## config.mk

```make
export PLATFORM = sky130hd
export DESIGN_NAME = differential_drive_odometry
export DESIGN_NICKNAME = d
export VERILOG_FILES = /design/src/rtl/odo_pkg.sv /design/src/rtl/differential_drive_odometry.sv /design/src/rtl/odo_mul.sv /design/src/rtl/odo_div.sv /design/src/rtl/odo_datapath.sv /design/src/rtl/odo_ctrl.sv
export SDC_FILE = /design/constraint.sdc
export NUM_CORES = 2
export LEC_CHECK = 0
export BUFFER_PORTS_ARGS = -buffer_cell sky130_fd_sc_hd__clkbuf_2
export CAP_MARGIN = 20
export CORE_AREA = 2 2 433 435
export DETAILED_ROUTE_END_ITERATION = 12
export DIE_AREA = 0 0 435 437
export PLACE_DENSITY = 0.67
export SLEW_MARGIN = 30
export SYNTH_ARGS = -nofsm -noshare
export SYNTH_HDL_FRONTEND = slang
export SYNTH_SLANG_ARGS = --single-unit
```

## constraint.sdc

```tcl
create_clock -name clock -period 23.6 [get_ports clock]
set_clock_uncertainty 0.1 [all_clocks]
set_input_delay 3.54 -clock clock [delete_from_list [all_inputs] [get_ports clock]]
set_output_delay 3.54 -clock clock [all_outputs]
set_load 0.005 [all_outputs]
```

## src/rtl/odo_pkg.sv

```systemverilog
// ----------------------------------------------------------------------------
// odo_pkg
// Types, codes and constants shared by the odometry block.
// ----------------------------------------------------------------------------
package odo_pkg;

   typedef struct packed {
      logic signed [15:0] left_count;
      logic signed [15:0] right_count;
      logic [19:0]        elapsed_us;
   } req_type;

   typedef struct packed {
      logic signed [47:0] pos_x;
      logic signed [47:0] pos_y;
      logic [31:0]        heading;
      logic signed [31:0] vel_x;
      logic signed [31:0] vel_y;
      logic signed [31:0] yaw_rate;
   } rsp_type;

   // datapath operations
   localparam logic [3:0] OP_NONE     = 4'd0;
   localparam logic [3:0] OP_PRIME    = 4'd1;
   localparam logic [3:0] OP_LOAD     = 4'd2;
   localparam logic [3:0] OP_MUL_DL   = 4'd3;
   localparam logic [3:0] OP_MUL_DR   = 4'd4;
   localparam logic [3:0] OP_MUL_RAD  = 4'd5;
   localparam logic [3:0] OP_MUL_BAM  = 4'd6;
   localparam logic [3:0] OP_CORDIC   = 4'd7;
   localparam logic [3:0] OP_MUL_DX   = 4'd8;
   localparam logic [3:0] OP_MUL_DY   = 4'd9;
   localparam logic [3:0] OP_ACCUM    = 4'd10;
   localparam logic [3:0] OP_MUL_RATE = 4'd11;
   localparam logic [3:0] OP_DIV_RATE = 4'd12;
   localparam logic [3:0] OP_EMIT     = 4'd13;

   // velocity channel select
   localparam logic [1:0] SEL_VX  = 2'd0;
   localparam logic [1:0] SEL_VY  = 2'd1;
   localparam logic [1:0] SEL_YAW = 2'd2;

   typedef struct packed {
      logic       start;
      logic [3:0] op;
      logic [1:0] sel;
   } cmd_type;

   typedef struct packed {
      logic done;
   } stat_type;

   // register map
   localparam int          ADDR_W              = 3;
   localparam logic        REG_DIST_PER_COUNT  = 1'b0;
   localparam logic        REG_INV_WHEEL_BASE  = 1'b1;
   localparam logic [31:0] DIST_PER_COUNT_RST  = 32'd429497;
   localparam logic [31:0] INV_WHEEL_BASE_RST  = 32'd33554432;

   // 2^32 / (2*pi) in Q0.32
   localparam logic [31:0]        INV_TWO_PI  = 32'd683565276;
   // 1e6 / 2^6: with the 4*us divisor, us-to-s and the Q.24 -> Q.16 shift
   localparam logic [31:0]        RATE_SCALE  = 32'd15625;
   localparam logic signed [33:0] CORDIC_GAIN = 34'sd652032875;

   localparam logic [29:0] ATAN_TAB [32] = '{
      30'd536870912, 30'd316933406, 30'd167458907, 30'd85004756, 30'd42667331,
      30'd21354465, 30'd10679838, 30'd5340245, 30'd2670163, 30'd1335087,
      30'd667544, 30'd333772, 30'd166886, 30'd83443, 30'd41722, 30'd20861,
      30'd10430, 30'd5215, 30'd2608, 30'd1304, 30'd652, 30'd326, 30'd163,
      30'd81, 30'd41, 30'd20, 30'd10, 30'd5, 30'd3, 30'd1, 30'd1, 30'd0
   };

endpackage

```

## src/rtl/differential_drive_odometry.sv

```systemverilog
// ----------------------------------------------------------------------------
// differential_drive_odometry
// Wheel encoder odometry: pose integration and velocity estimate.
// ----------------------------------------------------------------------------
// Input channel req_*: one beat carries both raw encoder counters and the
// microseconds since the previous beat. Result channel rsp_*: pose (x, y,
// heading) and saturated velocities. Both use valid/stall; a beat moves when
// valid is high and stall low. dist_per_count and inv_wheel_base sit on the
// APB port at byte addresses 0 and 4; write them only while the block idles.
// An update runs through a shared shift-add multiplier (nine products), a
// CORDIC rotation of CORDIC_STEPS steps and three 64-step divisions.
// req_stall is high from acceptance until the result is loaded. A beat
// with zero elapsed time, and the first beat after reset, give no result.
// Reset clears pose and counters and restores the register defaults. A
// stalled result holds; the next item is taken meanwhile and its result
// waits until the slot frees.
// ----------------------------------------------------------------------------
module differential_drive_odometry #(
   parameter int CORDIC_STEPS = 24
) (
   input  logic                          clock,
   input  logic                          reset,
   input  logic                          req_valid,
   output logic                          req_stall,
   input  odo_pkg::req_type              req_data,
   output logic                          rsp_valid,
   input  logic                          rsp_stall,
   output odo_pkg::rsp_type              rsp_data,
   input  logic                          psel,
   input  logic                          penable,
   input  logic                          pwrite,
   input  logic [odo_pkg::ADDR_W-1:0]    paddr,
   input  logic [31:0]                   pwdata,
   output logic [31:0]                   prdata,
   output logic                          pready
);

   logic [31:0] dpc_ff, dpc_in, iwb_ff, iwb_in;
   logic        wr_en;
   odo_pkg::cmd_type  cmd;
   odo_pkg::stat_type stat;

   assign pready = 1'b1;
   assign wr_en  = psel && penable && pwrite;

   always_comb begin
      dpc_in = dpc_ff;
      iwb_in = iwb_ff;
      if (wr_en) begin
         unique case (paddr[2])
            odo_pkg::REG_DIST_PER_COUNT: dpc_in = pwdata;
            odo_pkg::REG_INV_WHEEL_BASE: iwb_in = pwdata;
            default: ;
         endcase
      end
      unique case (paddr[2])
         odo_pkg::REG_DIST_PER_COUNT: prdata = dpc_ff;
         odo_pkg::REG_INV_WHEEL_BASE: prdata = iwb_ff;
         default:                     prdata = 32'd0;
      endcase
   end

   always_ff @(posedge clock) begin
      if (reset) begin
         dpc_ff <= odo_pkg::DIST_PER_COUNT_RST;
         iwb_ff <= odo_pkg::INV_WHEEL_BASE_RST;
      end else begin
         dpc_ff <= dpc_in;
         iwb_ff <= iwb_in;
      end
   end

   odo_ctrl u_ctrl (
      .clock       (clock),
      .reset       (reset),
      .req_valid   (req_valid),
      .req_stall   (req_stall),
      .req_us_zero (req_data.elapsed_us == 20'd0),
      .rsp_valid   (rsp_valid),
      .rsp_stall   (rsp_stall),
      .cmd         (cmd),
      .stat        (stat)
   );

   odo_datapath #(
      .CORDIC_STEPS (CORDIC_STEPS)
   ) u_datapath (
      .clock          (clock),
      .reset          (reset),
      .cmd            (cmd),
      .stat           (stat),
      .req_data       (req_data),
      .dist_per_count (dpc_ff),
      .inv_wheel_base (iwb_ff),
      .rsp_data       (rsp_data)
   );

endmodule

```

## src/rtl/odo_mul.sv

```systemverilog
// ----------------------------------------------------------------------------
// odo_mul
// Shift-add unsigned multiplier, 56 x 32 bits, one multiplier bit per cycle.
// ----------------------------------------------------------------------------
module odo_mul (
   input  logic        clock,
   input  logic        reset,
   input  logic        start,
   input  logic [55:0] a_in,
   input  logic [31:0] b_in,
   output logic        done,
   output logic [87:0] product
);

   logic [87:0] p_ff, p_in;
   logic [55:0] a_ff, a_in_nx;
   logic [4:0]  cnt_ff, cnt_in;
   logic        busy_ff, busy_in;
   logic        done_ff, done_in;
   logic [56:0] sum;

   always_comb begin
      p_in    = p_ff;
      a_in_nx = a_ff;
      cnt_in  = cnt_ff;
      busy_in = busy_ff;
      done_in = 1'b0;
      sum     = {1'b0, p_ff[87:32]} + (p_ff[0] ? {1'b0, a_ff} : 57'd0);
      if (start) begin
         p_in    = {56'd0, b_in};
         a_in_nx = a_in;
         cnt_in  = 5'd0;
         busy_in = 1'b1;
      end else if (busy_ff) begin
         p_in   = {sum, p_ff[31:1]};
         cnt_in = cnt_ff + 5'd1;
         if (cnt_ff == 5'd31) begin
            busy_in = 1'b0;
            done_in = 1'b1;
         end
      end
   end

   always_ff @(posedge clock) begin
      p_ff <= p_in;
      a_ff <= a_in_nx;
      if (reset) begin
         cnt_ff  <= 5'd0;
         busy_ff <= 1'b0;
         done_ff <= 1'b0;
      end else begin
         cnt_ff  <= cnt_in;
         busy_ff <= busy_in;
         done_ff <= done_in;
      end
   end

   assign done    = done_ff;
   assign product = p_ff;

endmodule

```

## src/rtl/odo_div.sv

```systemverilog
// ----------------------------------------------------------------------------
// odo_div
// Restoring divider, 64-bit dividend by 22-bit divisor, one bit per cycle.
// ----------------------------------------------------------------------------
module odo_div (
   input  logic        clock,
   input  logic        reset,
   input  logic        start,
   input  logic [63:0] num,
   input  logic [21:0] den,
   output logic        done,
   output logic [63:0] quot
);

   logic [63:0] quo_ff, quo_in;
   logic [21:0] rem_ff, rem_in;
   logic [21:0] den_ff, den_in;
   logic [5:0]  cnt_ff, cnt_in;
   logic        busy_ff, busy_in;
   logic        done_ff, done_in;
   logic [22:0] trial;
   logic        ge;

   always_comb begin
      quo_in  = quo_ff;
      rem_in  = rem_ff;
      den_in  = den_ff;
      cnt_in  = cnt_ff;
      busy_in = busy_ff;
      done_in = 1'b0;
      trial   = {rem_ff, quo_ff[63]};
      ge      = trial >= {1'b0, den_ff};
      if (start) begin
         quo_in  = num;
         rem_in  = 22'd0;
         den_in  = den;
         cnt_in  = 6'd0;
         busy_in = 1'b1;
      end else if (busy_ff) begin
         rem_in = ge ? 22'(trial - {1'b0, den_ff}) : trial[21:0];
         quo_in = {quo_ff[62:0], ge};
         cnt_in = cnt_ff + 6'd1;
         if (cnt_ff == 6'd63) begin
            busy_in = 1'b0;
            done_in = 1'b1;
         end
      end
   end

   always_ff @(posedge clock) begin
      quo_ff <= quo_in;
      rem_ff <= rem_in;
      den_ff <= den_in;
      if (reset) begin
         cnt_ff  <= 6'd0;
         busy_ff <= 1'b0;
         done_ff <= 1'b0;
      end else begin
         cnt_ff  <= cnt_in;
         busy_ff <= busy_in;
         done_ff <= done_in;
      end
   end

   assign done = done_ff;
   assign quot = quo_ff;

endmodule

```

## src/rtl/odo_datapath.sv

```systemverilog
// ----------------------------------------------------------------------------
// odo_datapath
// Pose state, shared multiplier and divider, CORDIC rotator, result register.
// ----------------------------------------------------------------------------
module odo_datapath #(
   parameter int CORDIC_STEPS
) (
   input  logic             clock,
   input  logic             reset,
   input  odo_pkg::cmd_type cmd,
   output odo_pkg::stat_type stat,
   input  odo_pkg::req_type req_data,
   input  logic [31:0]      dist_per_count,
   input  logic [31:0]      inv_wheel_base,
   output odo_pkg::rsp_type rsp_data
);

   localparam int CNT_W = $clog2(CORDIC_STEPS);
   localparam logic [CNT_W-1:0] CNT_LAST = CNT_W'(CORDIC_STEPS - 1);

   logic [15:0] last_l_ff, last_l_in, last_r_ff, last_r_in;
   logic [15:0] dlt_l_ff, dlt_l_in, dlt_r_ff, dlt_r_in;
   logic [19:0] us_ff, us_in;
   logic [47:0] dl_ff, dl_in, dr_ff, dr_in;
   logic [55:0] rad_ff, rad_in;
   logic        neg_ff, neg_in;
   logic [31:0] mid_ff, mid_in, dth_ff, dth_in;
   logic signed [33:0] x_ff, x_in, y_ff, y_in, z_ff, z_in;
   logic [1:0]  q_ff, q_in;
   logic [CNT_W-1:0] cnt_ff, cnt_in;
   logic        run_ff, run_in, cdone_ff, cdone_in;
   logic [47:0] dxm_ff, dxm_in, dym_ff, dym_in;
   logic        dxn_ff, dxn_in, dyn_ff, dyn_in;
   logic [47:0] acc_x_ff, acc_x_in, acc_y_ff, acc_y_in;
   logic [31:0] acc_h_ff, acc_h_in;
   logic [63:0] num_ff, num_in;
   logic [31:0] vx_ff, vx_in, vy_ff, vy_in, yr_ff, yr_in;
   logic [3:0]  op_ff, op_in;
   logic [1:0]  sel_ff, sel_in;
   odo_pkg::rsp_type rsp_ff, rsp_in;

   logic [48:0] dsum, diff, diff_mag;
   logic [47:0] dc, dc_mag, lprod, rprod, step_x, step_y;
   logic        dc_neg;
   logic [16:0] lext, rext, lmag, rmag;
   logic signed [33:0] c, s, sx, sy, at;
   logic [31:0] c_mag, s_mag, ang_t, ru, half;
   logic [53:0] bam;
   logic [4:0]  k;
   logic [55:0] mul_a;
   logic [31:0] mul_b;
   logic        mul_start, mul_done, div_start, div_done;
   logic [87:0] mul_p;
   logic [63:0] div_q;

   function automatic logic [31:0] sat_rate(input logic [63:0] q, input logic neg);
      logic [31:0] r;
      if (neg) begin
         r = (q >= 64'h8000_0000) ? 32'h8000_0000 : 32'(64'd0 - q);
      end else begin
         r = (q > 64'h7FFF_FFFF) ? 32'h7FFF_FFFF : q[31:0];
      end
      return r;
   endfunction

   // wheel distance terms
   always_comb begin
      dsum     = {dl_ff[47], dl_ff} + {dr_ff[47], dr_ff};
      dc       = dsum[48:1];
      dc_neg   = dsum[48];
      dc_mag   = dc_neg ? 48'd0 - dc : dc;
      diff     = {dr_ff[47], dr_ff} - {dl_ff[47], dl_ff};
      diff_mag = diff[48] ? 49'd0 - diff : diff;
      lext     = {dlt_l_ff[15], dlt_l_ff};
      rext     = {dlt_r_ff[15], dlt_r_ff};
      lmag     = lext[16] ? 17'd0 - lext : lext;
      rmag     = rext[16] ? 17'd0 - rext : rext;
      lprod    = mul_p[47:0];
      rprod    = mul_p[47:0];
      bam      = mul_p[85:32];
      half     = neg_ff ? 32'd0 - bam[32:1] : bam[32:1];
      step_x   = dxn_ff ? 48'd0 - dxm_ff : dxm_ff;
      step_y   = dyn_ff ? 48'd0 - dym_ff : dym_ff;
   end

   // quadrant fold back and CORDIC step terms
   always_comb begin
      case (q_ff)
         2'd0: begin c = x_ff;  s = y_ff;  end
         2'd1: begin c = -y_ff; s = x_ff;  end
         2'd2: begin c = -x_ff; s = -y_ff; end
         default: begin c = y_ff; s = -x_ff; end
      endcase
      c_mag = c[33] ? 32'(-c) : 32'(c);
      s_mag = s[33] ? 32'(-s) : 32'(s);
      k     = 5'(cnt_ff);
      sx    = y_ff >>> k;
      sy    = x_ff >>> k;
      at    = $signed({4'd0, odo_pkg::ATAN_TAB[k]});
      ang_t = mid_ff + 32'h2000_0000;
      ru    = mid_ff - {ang_t[31:30], 30'd0};
   end

   // multiplier operand select
   always_comb begin
      mul_a     = 56'd0;
      mul_b     = 32'd0;
      mul_start = 1'b0;
      unique case (cmd.op) inside
         odo_pkg::OP_MUL_DL:   begin mul_a = 56'(lmag); mul_b = dist_per_count; end
         odo_pkg::OP_MUL_DR:   begin mul_a = 56'(rmag); mul_b = dist_per_count; end
         odo_pkg::OP_MUL_RAD:  begin mul_a = 56'(diff_mag); mul_b = inv_wheel_base; end
         odo_pkg::OP_MUL_BAM:  begin mul_a = rad_ff; mul_b = odo_pkg::INV_TWO_PI; end
         odo_pkg::OP_MUL_DX:   begin mul_a = 56'(dc_mag); mul_b = c_mag; end
         odo_pkg::OP_MUL_DY:   begin mul_a = 56'(dc_mag); mul_b = s_mag; end
         odo_pkg::OP_MUL_RATE: begin
            mul_b = odo_pkg::RATE_SCALE;
            case (cmd.sel)
               odo_pkg::SEL_VX: mul_a = 56'(dxm_ff);
               odo_pkg::SEL_VY: mul_a = 56'(dym_ff);
               default:         mul_a = 56'(rad_ff[55:8]);
            endcase
         end
         default: ;
      endcase
      unique case (cmd.op) inside
         odo_pkg::OP_MUL_DL, odo_pkg::OP_MUL_DR, odo_pkg::OP_MUL_RAD, odo_pkg::OP_MUL_BAM,
         odo_pkg::OP_MUL_DX, odo_pkg::OP_MUL_DY, odo_pkg::OP_MUL_RATE:
            mul_start = cmd.start;
         default: mul_start = 1'b0;
      endcase
      div_start = cmd.start && (cmd.op == odo_pkg::OP_DIV_RATE);
   end

   // next state
   always_comb begin
      last_l_in = last_l_ff; last_r_in = last_r_ff;
      dlt_l_in  = dlt_l_ff;  dlt_r_in  = dlt_r_ff;
      us_in     = us_ff;
      dl_in     = dl_ff;     dr_in     = dr_ff;
      rad_in    = rad_ff;    neg_in    = neg_ff;
      mid_in    = mid_ff;    dth_in    = dth_ff;
      x_in      = x_ff;      y_in      = y_ff;   z_in = z_ff;  q_in = q_ff;
      cnt_in    = cnt_ff;    run_in    = run_ff; cdone_in = 1'b0;
      dxm_in    = dxm_ff;    dym_in    = dym_ff;
      dxn_in    = dxn_ff;    dyn_in    = dyn_ff;
      acc_x_in  = acc_x_ff;  acc_y_in  = acc_y_ff; acc_h_in = acc_h_ff;
      num_in    = num_ff;
      vx_in     = vx_ff;     vy_in     = vy_ff;  yr_in = yr_ff;
      op_in     = op_ff;     sel_in    = sel_ff;
      rsp_in    = rsp_ff;

      if (cmd.start) begin
         op_in  = cmd.op;
         sel_in = cmd.sel;
         unique case (cmd.op) inside
            odo_pkg::OP_PRIME: begin
               last_l_in = req_data.left_count;
               last_r_in = req_data.right_count;
            end
            odo_pkg::OP_LOAD: begin
               dlt_l_in  = req_data.left_count - last_l_ff;
               dlt_r_in  = req_data.right_count - last_r_ff;
               last_l_in = req_data.left_count;
               last_r_in = req_data.right_count;
               us_in     = req_data.elapsed_us;
            end
            odo_pkg::OP_CORDIC: begin
               // residual angle lies within one octant either side of the axis
               q_in   = ang_t[31:30];
               z_in   = $signed({{2{ru[31]}}, ru});
               x_in   = odo_pkg::CORDIC_GAIN;
               y_in   = 34'sd0;
               cnt_in = '0;
               run_in = 1'b1;
            end
            odo_pkg::OP_ACCUM: begin
               acc_x_in = acc_x_ff + step_x;
               acc_y_in = acc_y_ff + step_y;
               acc_h_in = acc_h_ff + dth_ff;
            end
            odo_pkg::OP_EMIT: begin
               rsp_in.pos_x    = acc_x_ff;
               rsp_in.pos_y    = acc_y_ff;
               rsp_in.heading  = acc_h_ff;
               rsp_in.vel_x    = vx_ff;
               rsp_in.vel_y    = vy_ff;
               rsp_in.yaw_rate = yr_ff;
            end
            default: ;
         endcase
      end

      if (run_ff) begin
         if (!z_ff[33]) begin
            x_in = x_ff - sx; y_in = y_ff + sy; z_in = z_ff - at;
         end else begin
            x_in = x_ff + sx; y_in = y_ff - sy; z_in = z_ff + at;
         end
         cnt_in = cnt_ff + 1'b1;
         if (cnt_ff == CNT_LAST) begin
            run_in   = 1'b0;
            cdone_in = 1'b1;
         end
      end

      if (mul_done) begin
         unique case (op_ff) inside
            odo_pkg::OP_MUL_DL:  dl_in = dlt_l_ff[15] ? 48'd0 - lprod : lprod;
            odo_pkg::OP_MUL_DR:  dr_in = dlt_r_ff[15] ? 48'd0 - rprod : rprod;
            odo_pkg::OP_MUL_RAD: begin
               rad_in = mul_p[79:24];
               neg_in = diff[48];
            end
            odo_pkg::OP_MUL_BAM: begin
               dth_in = neg_ff ? 32'd0 - bam[31:0] : bam[31:0];
               mid_in = acc_h_ff + half;
            end
            odo_pkg::OP_MUL_DX: begin
               dxm_in = mul_p[85:38];
               dxn_in = dc_neg ^ c[33];
            end
            odo_pkg::OP_MUL_DY: begin
               dym_in = mul_p[85:38];
               dyn_in = dc_neg ^ s[33];
            end
            odo_pkg::OP_MUL_RATE: num_in = mul_p[63:0];
            default: ;
         endcase
      end

      if (div_done) begin
         case (sel_ff)
            odo_pkg::SEL_VX: vx_in = sat_rate(div_q, dxn_ff);
            odo_pkg::SEL_VY: vy_in = sat_rate(div_q, dyn_ff);
            default:         yr_in = sat_rate(div_q, neg_ff);
         endcase
      end
   end

   always_ff @(posedge clock) begin
      dlt_l_ff <= dlt_l_in; dlt_r_ff <= dlt_r_in;
      us_ff    <= us_in;
      dl_ff    <= dl_in;    dr_ff    <= dr_in;
      rad_ff   <= rad_in;   neg_ff   <= neg_in;
      mid_ff   <= mid_in;   dth_ff   <= dth_in;
      x_ff     <= x_in;     y_ff     <= y_in;   z_ff <= z_in;  q_ff <= q_in;
      dxm_ff   <= dxm_in;   dym_ff   <= dym_in;
      dxn_ff   <= dxn_in;   dyn_ff   <= dyn_in;
      num_ff   <= num_in;
      vx_ff    <= vx_in;    vy_ff    <= vy_in;  yr_ff <= yr_in;
      sel_ff   <= sel_in;
      rsp_ff   <= rsp_in;
      cnt_ff   <= cnt_in;
      if (reset) begin
         last_l_ff <= 16'd0;
         last_r_ff <= 16'd0;
         acc_x_ff  <= 48'd0;
         acc_y_ff  <= 48'd0;
         acc_h_ff  <= 32'd0;
         run_ff    <= 1'b0;
         cdone_ff  <= 1'b0;
         op_ff     <= odo_pkg::OP_NONE;
      end else begin
         last_l_ff <= last_l_in;
         last_r_ff <= last_r_in;
         acc_x_ff  <= acc_x_in;
         acc_y_ff  <= acc_y_in;
         acc_h_ff  <= acc_h_in;
         run_ff    <= run_in;
         cdone_ff  <= cdone_in;
         op_ff     <= op_in;
      end
   end

   odo_mul u_mul (
      .clock   (clock),
      .reset   (reset),
      .start   (mul_start),
      .a_in    (mul_a),
      .b_in    (mul_b),
      .done    (mul_done),
      .product (mul_p)
   );

   odo_div u_div (
      .clock (clock),
      .reset (reset),
      .start (div_start),
      .num   (num_ff),
      .den   ({us_ff, 2'b00}),
      .done  (div_done),
      .quot  (div_q)
   );

   assign stat.done = mul_done | div_done | cdone_ff;
   assign rsp_data  = rsp_ff;

endmodule

```

## src/rtl/odo_ctrl.sv

```systemverilog
// ----------------------------------------------------------------------------
// odo_ctrl
// Sequencer: handshakes, priming, and the order of datapath operations.
// ----------------------------------------------------------------------------
module odo_ctrl (
   input  logic              clock,
   input  logic              reset,
   input  logic              req_valid,
   output logic              req_stall,
   input  logic              req_us_zero,
   output logic              rsp_valid,
   input  logic              rsp_stall,
   output odo_pkg::cmd_type  cmd,
   input  odo_pkg::stat_type stat
);

   localparam logic [3:0] ST_IDLE     = 4'd0;
   localparam logic [3:0] ST_MUL_DL   = 4'd1;
   localparam logic [3:0] ST_MUL_DR   = 4'd2;
   localparam logic [3:0] ST_MUL_RAD  = 4'd3;
   localparam logic [3:0] ST_MUL_BAM  = 4'd4;
   localparam logic [3:0] ST_CORDIC   = 4'd5;
   localparam logic [3:0] ST_MUL_DX   = 4'd6;
   localparam logic [3:0] ST_MUL_DY   = 4'd7;
   localparam logic [3:0] ST_ACCUM    = 4'd8;
   localparam logic [3:0] ST_RATE_MUL = 4'd9;
   localparam logic [3:0] ST_RATE_DIV = 4'd10;
   localparam logic [3:0] ST_EMIT     = 4'd11;

   logic [3:0] state_ff, state_in;
   logic       issued_ff, issued_in;
   logic       primed_ff, primed_in;
   logic [1:0] idx_ff, idx_in;
   logic       rsp_valid_ff, rsp_valid_in;
   logic       waiting;
   logic [3:0] next_state;

   always_comb begin
      state_in     = state_ff;
      issued_in    = issued_ff;
      primed_in    = primed_ff;
      idx_in       = idx_ff;
      rsp_valid_in = rsp_valid_ff && rsp_stall;
      cmd.start    = 1'b0;
      cmd.op       = odo_pkg::OP_NONE;
      cmd.sel      = idx_ff;
      waiting      = 1'b0;
      next_state   = state_ff;

      unique case (state_ff)
         ST_IDLE: begin
            // zero elapsed time drops the beat without touching state
            if (req_valid && !req_us_zero) begin
               cmd.start = 1'b1;
               if (!primed_ff) begin
                  cmd.op    = odo_pkg::OP_PRIME;
                  primed_in = 1'b1;
               end else begin
                  cmd.op   = odo_pkg::OP_LOAD;
                  state_in = ST_MUL_DL;
               end
            end
         end
         ST_MUL_DL:  begin waiting = 1'b1; cmd.op = odo_pkg::OP_MUL_DL;  next_state = ST_MUL_DR;  end
         ST_MUL_DR:  begin waiting = 1'b1; cmd.op = odo_pkg::OP_MUL_DR;  next_state = ST_MUL_RAD; end
         ST_MUL_RAD: begin waiting = 1'b1; cmd.op = odo_pkg::OP_MUL_RAD; next_state = ST_MUL_BAM; end
         ST_MUL_BAM: begin waiting = 1'b1; cmd.op = odo_pkg::OP_MUL_BAM; next_state = ST_CORDIC;  end
         ST_CORDIC:  begin waiting = 1'b1; cmd.op = odo_pkg::OP_CORDIC;  next_state = ST_MUL_DX;  end
         ST_MUL_DX:  begin waiting = 1'b1; cmd.op = odo_pkg::OP_MUL_DX;  next_state = ST_MUL_DY;  end
         ST_MUL_DY:  begin waiting = 1'b1; cmd.op = odo_pkg::OP_MUL_DY;  next_state = ST_ACCUM;   end
         ST_ACCUM: begin
            cmd.start = 1'b1;
            cmd.op    = odo_pkg::OP_ACCUM;
            idx_in    = odo_pkg::SEL_VX;
            state_in  = ST_RATE_MUL;
         end
         ST_RATE_MUL: begin
            waiting    = 1'b1;
            cmd.op     = odo_pkg::OP_MUL_RATE;
            next_state = ST_RATE_DIV;
         end
         ST_RATE_DIV: begin
            waiting    = 1'b1;
            cmd.op     = odo_pkg::OP_DIV_RATE;
            next_state = (idx_ff == odo_pkg::SEL_YAW) ? ST_EMIT : ST_RATE_MUL;
            if (stat.done && idx_ff != odo_pkg::SEL_YAW) begin
               idx_in = idx_ff + 2'd1;
            end
         end
         ST_EMIT: begin
            // hold off while the previous result beat is still stalled
            if (!rsp_valid_ff || !rsp_stall) begin
               cmd.start    = 1'b1;
               cmd.op       = odo_pkg::OP_EMIT;
               rsp_valid_in = 1'b1;
               state_in     = ST_IDLE;
            end
         end
         default: state_in = ST_IDLE;
      endcase

      if (waiting) begin
         cmd.start = !issued_ff;
         issued_in = 1'b1;
         if (stat.done) begin
            issued_in = 1'b0;
            state_in  = next_state;
         end
      end
   end

   always_ff @(posedge clock) begin
      if (reset) begin
         state_ff     <= ST_IDLE;
         issued_ff    <= 1'b0;
         primed_ff    <= 1'b0;
         idx_ff       <= odo_pkg::SEL_VX;
         rsp_valid_ff <= 1'b0;
      end else begin
         state_ff     <= state_in;
         issued_ff    <= issued_in;
         primed_ff    <= primed_in;
         idx_ff       <= idx_in;
         rsp_valid_ff <= rsp_valid_in;
      end
   end

   assign req_stall = (state_ff != ST_IDLE);
   assign rsp_valid = rsp_valid_ff;

`ifndef SYNTH
   a_done_expected: assert property (@(posedge clock) disable iff (reset)
      stat.done |-> issued_ff)
      else $error("unit done without an issued operation");
   a_no_overwrite: assert property (@(posedge clock) disable iff (reset)
      (rsp_valid_ff && rsp_stall) |-> !(cmd.start && cmd.op == odo_pkg::OP_EMIT))
      else $error("result register loaded over a stalled beat");
   a_idx_range: assert property (@(posedge clock) disable iff (reset)
      idx_ff != 2'd3)
      else $error("velocity select out of range");
   a_emit_valid: assert property (@(posedge clock) disable iff (reset)
      (cmd.start && cmd.op == odo_pkg::OP_EMIT) |=> (rsp_valid_ff && state_ff == ST_IDLE))
      else $error("emit did not raise result valid");
`endif

endmodule
```

After elaboration in Yosys (flattened, before gate mapping) --
Memories as Yosys holds them, arrays and structs flattened. Cells that the tools add are included.
Storage, ports and cells: register bits 1366, ROM bits 960, input bits 94, output and inout port bits 259, memories 1
Memories:
- (no name shown) | depth 32, width 30, rd ports 1, clocked after Yosys merged registers in 0, wr ports 0, RTL line odo_datapath.sv:99 | at = $signed({4'd0, odo_pkg::ATAN_TAB[k]});
Operators by class: add/subtract/negate cells 36, magnitude comparators 4, eq/ne operators 42, shifts and indexed selects 2, muxes and demuxes 80, bitwise gates (word level) 10, reductions and logical operators 53
Operator list (count):
- 34-bit two-way mux | 12
- 32-bit two-way mux | 11
- 56-bit one-hot mux with 6 select lines | 1
- 48-bit two-way mux | 5
- 34-bit one-hot mux with 3 select lines | 2
- 32-bit one-hot mux with 6 select lines | 1
- 1-bit by 48-bit subtractor with 48-bit output (first input constant) | 4
- 64-bit two-way mux | 2
- 48-bit adder | 2
- 48-bit one-hot mux with 2 select lines | 1
- 1-bit by 32-bit subtractor with 32-bit output (first input constant) | 3
- 34-bit adder | 2
- 34-bit negator | 2
- 34-bit by 5-bit >>> shifter with 34-bit output | 2
- 34-bit subtractor | 2
- 32-bit adder | 2
- 64-bit by 32-bit greater-or-equal comparator with 1-bit output (second input constant) | 1
- 64-bit by 31-bit > comparator with 1-bit output (second input constant) | 1
- 32-bit negator | 2
- 32-bit one-hot mux with 2 select lines | 1
- 30-bit two-way mux | 2
- 56-bit by 56-bit adder with 57-bit output | 1
- 56-bit two-way mux | 1
- 4-bit equality test (second input constant) | 13
- 54 further kinds | 151

Longest topological paths before layout --
depth in word-level cells 10, gate-level depth with buffers 31, mapped depth without buffers 28

Modules after synthesis --
Synthesis repeated with hierarchy kept, for this count alone.
Unflattened totals: cell total of the unflattened synthesis 9888, area total of the unflattened synthesis 93228.2 um^2
Modules (own cells, without submodules):
- odo_datapath | instances 1, cells an instance 8135, area an instance 75244.7 um^2
- odo_mul | instances 1, cells an instance 859, area an instance 8709.6 um^2
- odo_div | instances 1, cells an instance 481, area an instance 5854.4 um^2
- differential_drive_odometry | instances 1, cells an instance 328, area an instance 2782.7 um^2
- odo_ctrl | instances 1, cells an instance 85, area an instance 636.9 um^2

Least setup slack after synthesis --
No wires, ideal clock.
path type input to register, start point input port rsp_stall, end point register u_datapath.cnt_ff[0], enable pin, setup time 460 ps, data arrival time 18105 ps, required time 23040 ps, path slack 4934 ps, cell stages on the path 7, cell sequence a21oi_1 > nor2_1 > o211ai_1 > o31ai_1 > and4b_1 > nor2_1 > inv_1
RTL lines:
- start, declared | RTL line differential_drive_odometry.sv:27 | input logic rsp_stall,
- end signal, assigned | RTL line odo_datapath.sv:254 | cnt_ff <= cnt_in;
- end, declared | RTL line odo_datapath.sv:30 | logic [CNT_W-1:0] cnt_ff, cnt_in;

Final worst setup path --
start point input port paddr[2] in the netlist's numbering, end point output port prdata[25]
On the way: cells in the longest elaborated chain, start to end 2
Ends and longest elaborated chain:
- start, declared | RTL line differential_drive_odometry.sv:32 | input logic [odo_pkg::ADDR_W-1:0] paddr,
- 1-bit inverter (no line)
- 32-bit one-hot mux with 2 select lines (*) | RTL line differential_drive_odometry.sv:56 | unique case (paddr[2])
- end, declared | RTL line differential_drive_odometry.sv:34 | output logic [31:0] prdata,
Mark *: on every way between the ends. The rest lies on a longest branch, timed or not.

==> results.toml <==
[cts]
cts_hold_buf = 0
cts.sinks = 1366
tritoncts = "done"
clk_latency_ns = 0.83
cts_buffers = 150
clockRootBuffer = "clkbuf_16"
htree_num_levels = 4
postCtsResizedCells = 0
cts_setup_buffers = 0
cts_buffer_depth = 3
cts.clk_slew.worst_paths_ns = 0.06

[timing]
max_slew_margin_pct = 31.8
post-route-min-period_ns = 8.46
maxClockFrequency_ghz = 0.118
setup_viol = 0
hold_viol = 0
worst_pin_slew_ns = 1.02
fin_crit_sh_pct = 35.8
setup_tns_ns = 0
slew_viol_final = 0
setup_ws_ns = 15.14
rsz0062_at_grt = "false"

[worst_setup_path]
cp.buffers_inverters = 2
critPathArrivalTime_ns = 4.82
worstPathRequired_ns = 19.96
cp_slowest_cell = "clkbuf_2"
crit_top_cell = "clkbuf_2"
slowest_delay_ns = 0.69
worstSetupPathType = "primary input to output port"
startpoint_type = "primary input"
cp-end-kind = "output port"
path_delay_family = "buffers and inverters"
worstPathCellList = "clkbuf_2, mux2_2, clkbuf_2"
cp_max_fo = 35

[floorplan]
die_height_um = 437
dieArea_mm2 = 0.190
start_util_pct = 49.8
die_w_um = 435
core-area_mm2 = 0.185
ioPinCount = 353
placementRows = 158

[final_layout]
syn2layout_area_growth_pct = 9.86
fillers = 16660
fin_cells = 12590
multi_input_area_mm2 = 0.0513
drive_gt1_share_pct = 10.2
nets = 10577
seq_area_mm2 = 0.0377
final_area_mm2 = 0.101

[route]
wl_met3_mm = 23.6
wl_mm = 297
dr.pass1.iters = 9
topRoutingLayerUsed = "met5"
drt-met1-wl_mm = 124
drt_iter0_drc = 8050
drc = 0
vias = 77809
wl_per_cell_um = 23.6
ant_nets = 0
met2_length_mm = 135
via_per_inst = 6.18

[synthesis]
ys_dominant_reg_cell = "edfxtp_1"
synth_nets = 10478
async_flop_share_pct = 0
syn_area_mm2 = 0.0921
yosysWarnings = 0
postSynthAreaPerCell_um2 = 9.32
syn_inst = 9879
yosysUniqueCellTypes = 103
yosysSeqAreaShare_pct = 40.9
ys_ff_latch = 1366
synth_edf_count = 1034

[pwr]
p_leak_nw = 38.1
power_mw = 6.12
power_density_mw_per_mm2 = 60.5
ir_drop_v = 0.0000544

[global_routing]
grt_start_max_net_pins = 97
grt-ovfl-total = 0
antenna_found_initial = 11
grt_pass1_vias = 72985
grt_pass1_wl_mm = 446
grt_usage_pct = 30.1

[outcome]
status = "finished, final reports clean"

[min_path]
hp-class = "flip-flop to flip-flop"

[place]
place_area_mm2 = 0.0960
gp_congestion = 0.972
dp.cells = 12305
portBuffers = 349
pre_cts_slack_ns = 15.14
post-dp-hpwl_mm = 221

[run]
max_cap_violations = 0
stage by stage:
step / util (%) / hold slack [ns]
after detailed placement: 51.9 / 0.305
after CTS: 54.6 / 0.316
after global routing: 54.7 / 0.322
final: 54.7 / 0.315
after floorplan: - / 0.300
after global placement: 51.9 / 0.302
cells in the final DEF (no fill, tap or decap), drive strengths merged, types with 61 or more instances in the layout:
| master | instances |
|---|---|
| nand3 | 152 |
| edfxtp | 1034 |
| nor2b | 106 |
| inv | 338 |
| xnor2 | 666 |
| and3 | 67 |
| mux2i | 134 |
| buf | 126 |
| o21a | 91 |
| o21ai | 500 |
| o31ai | 102 |
| clkbuf | 549 |
| or3 | 112 |
| xor2 | 284 |
| nor3 | 208 |
| a211oi | 79 |
| a21o | 173 |
| and2 | 122 |
| or4 | 61 |
| nor4 | 82 |
| nand2 | 1141 |
| dfxtp | 332 |
| mux4 | 91 |
| ha | 492 |
| a21oi | 1004 |
| nor2 | 773 |
| mux2 | 95 |
| a31oi | 119 |
| o22ai | 61 |
| nand2b | 120 |
cells by family after synthesis:
logic type | Yosys count | share of synthesized area [%]
buffers and inverters | 860 | 3.55
adders and majority gates | 505 | 6.97
DFF | 1366 | 40.9
and+or+nand+nor | 3184 | 16.4
muxes | 320 | 4.85
other | 1 | 0.00407
AOI/OAI and AO/OA | 2693 | 18.2
xor gates and xnor gates | 950 | 9.05
report_power, final:
part	internal, mW	switching, mW
sequential	2.71	0.155
combinational	0.335	0.512
clock	1.38	1.03
worst paths after layout:
check | startpoint | end | slack, ns | cells after the start
hold / removal | u_datapath.vx_ff[6]$_DFFE_PP_ | u_datapath.rsp_data[70]$_DFFE_PP_ | 0.32 | 0
hold reg to reg | u_datapath.vx_ff[6]$_DFFE_PP_ | u_datapath.rsp_data[70]$_DFFE_PP_ | 0.32 | 0
setup reg to reg | u_datapath.cnt_ff[0]$_SDFFCE_PN0P_ | u_datapath.y_ff[33]$_SDFFCE_PN0P_ | 15.58 | 26
setup / recovery | paddr[2] | prdata[25] | 15.14 | 3
flip-flops by register name, indices dropped and copies added (netlist names), 34 cells and up:
signal / flops
u_datapath.y_ff: 34
u_datapath.u_mul.product: 88
u_datapath.rsp_data: 224
u_datapath.dxm_ff: 48
u_datapath.dl_ff: 48
u_datapath.x_ff: 34
u_datapath.acc_x_ff: 48
u_datapath.dym_ff: 48
u_datapath.num_ff: 64
u_datapath.u_div.quot: 64
u_datapath.acc_y_ff: 48
u_datapath.z_ff: 34
u_datapath.dr_ff: 48
u_datapath.u_mul.a_ff: 56
u_datapath.rad_ff: 56
metal layers:
| metal | up-vias | global-route usage, % |
|---|---|---|
| met1 | 37499 | 40.5 |
| met5 | - | 0 |
| met2 | 3269 | 48.1 |
| met4 | 8 | 13.2 |
| met3 | 605 | 4.73 |
| li1 | 36428 | - |
worst reg2reg max path, cell delays in order (launching register included):
cell,delay (ns)
edfxtp_1,0.32
buf_4,0.56
buf_4,0.67
mux4_2,0.65
mux2_2,0.32
mux2i_1,0.57
a31oi_1,0.18
nor2b_1,0.35
and2_1,0.30
and4_1,0.31
and4_1,0.31
nor3_1,0.07
a21oi_1,0.14
nand2_1,0.09
o21ai_0,0.14
ha_1,0.33
a21oi_1,0.17
nor2b_1,0.06
a41o_1,0.24
o41ai_1,0.57
a21oi_1,0.18
o21a_1,0.24
o21ai_0,0.23
a21boi_0,0.21
a31oi_1,0.28
xnor2_1,0.15
nor2_1,0.05
cell type report:
class,instances,share of cell area (%)
well taps,2480,3.07
repair buffers,475,2.70
diodes,2,0.00495
inverters,332,1.24
clock buffers,200,4.07
flip-flops and latches,1366,37.3
clock inverters,82,0.892
multi-input cells,7653,50.8
cell usage after synthesis (all sizes together), types with 92 or more instances:
cell type | count | share of area, %
or3 | 112 | 0.77
buf | 92 | 0.41
and2 | 122 | 0.83
mux2 | 95 | 1.2
nand2b | 120 | 0.82
o21ai | 500 | 2.7
mux2i | 134 | 1.5
xnor2 | 666 | 6.3
nor2 | 773 | 3.2
nor3 | 208 | 1.2
nor2b | 106 | 0.72
xor2 | 284 | 2.7
nand2 | 1141 | 4.7
o31ai | 102 | 0.85
a21o | 173 | 1.4
nand3 | 152 | 0.83
inv | 328 | 1.3
dfxtp | 332 | 7.2
a21oi | 1004 | 5.5
a31oi | 119 | 0.81
ha | 492 | 6.7
clkbuf | 436 | 1.8
edfxtp | 1034 | 34
(Power assumes the default switching activity.)
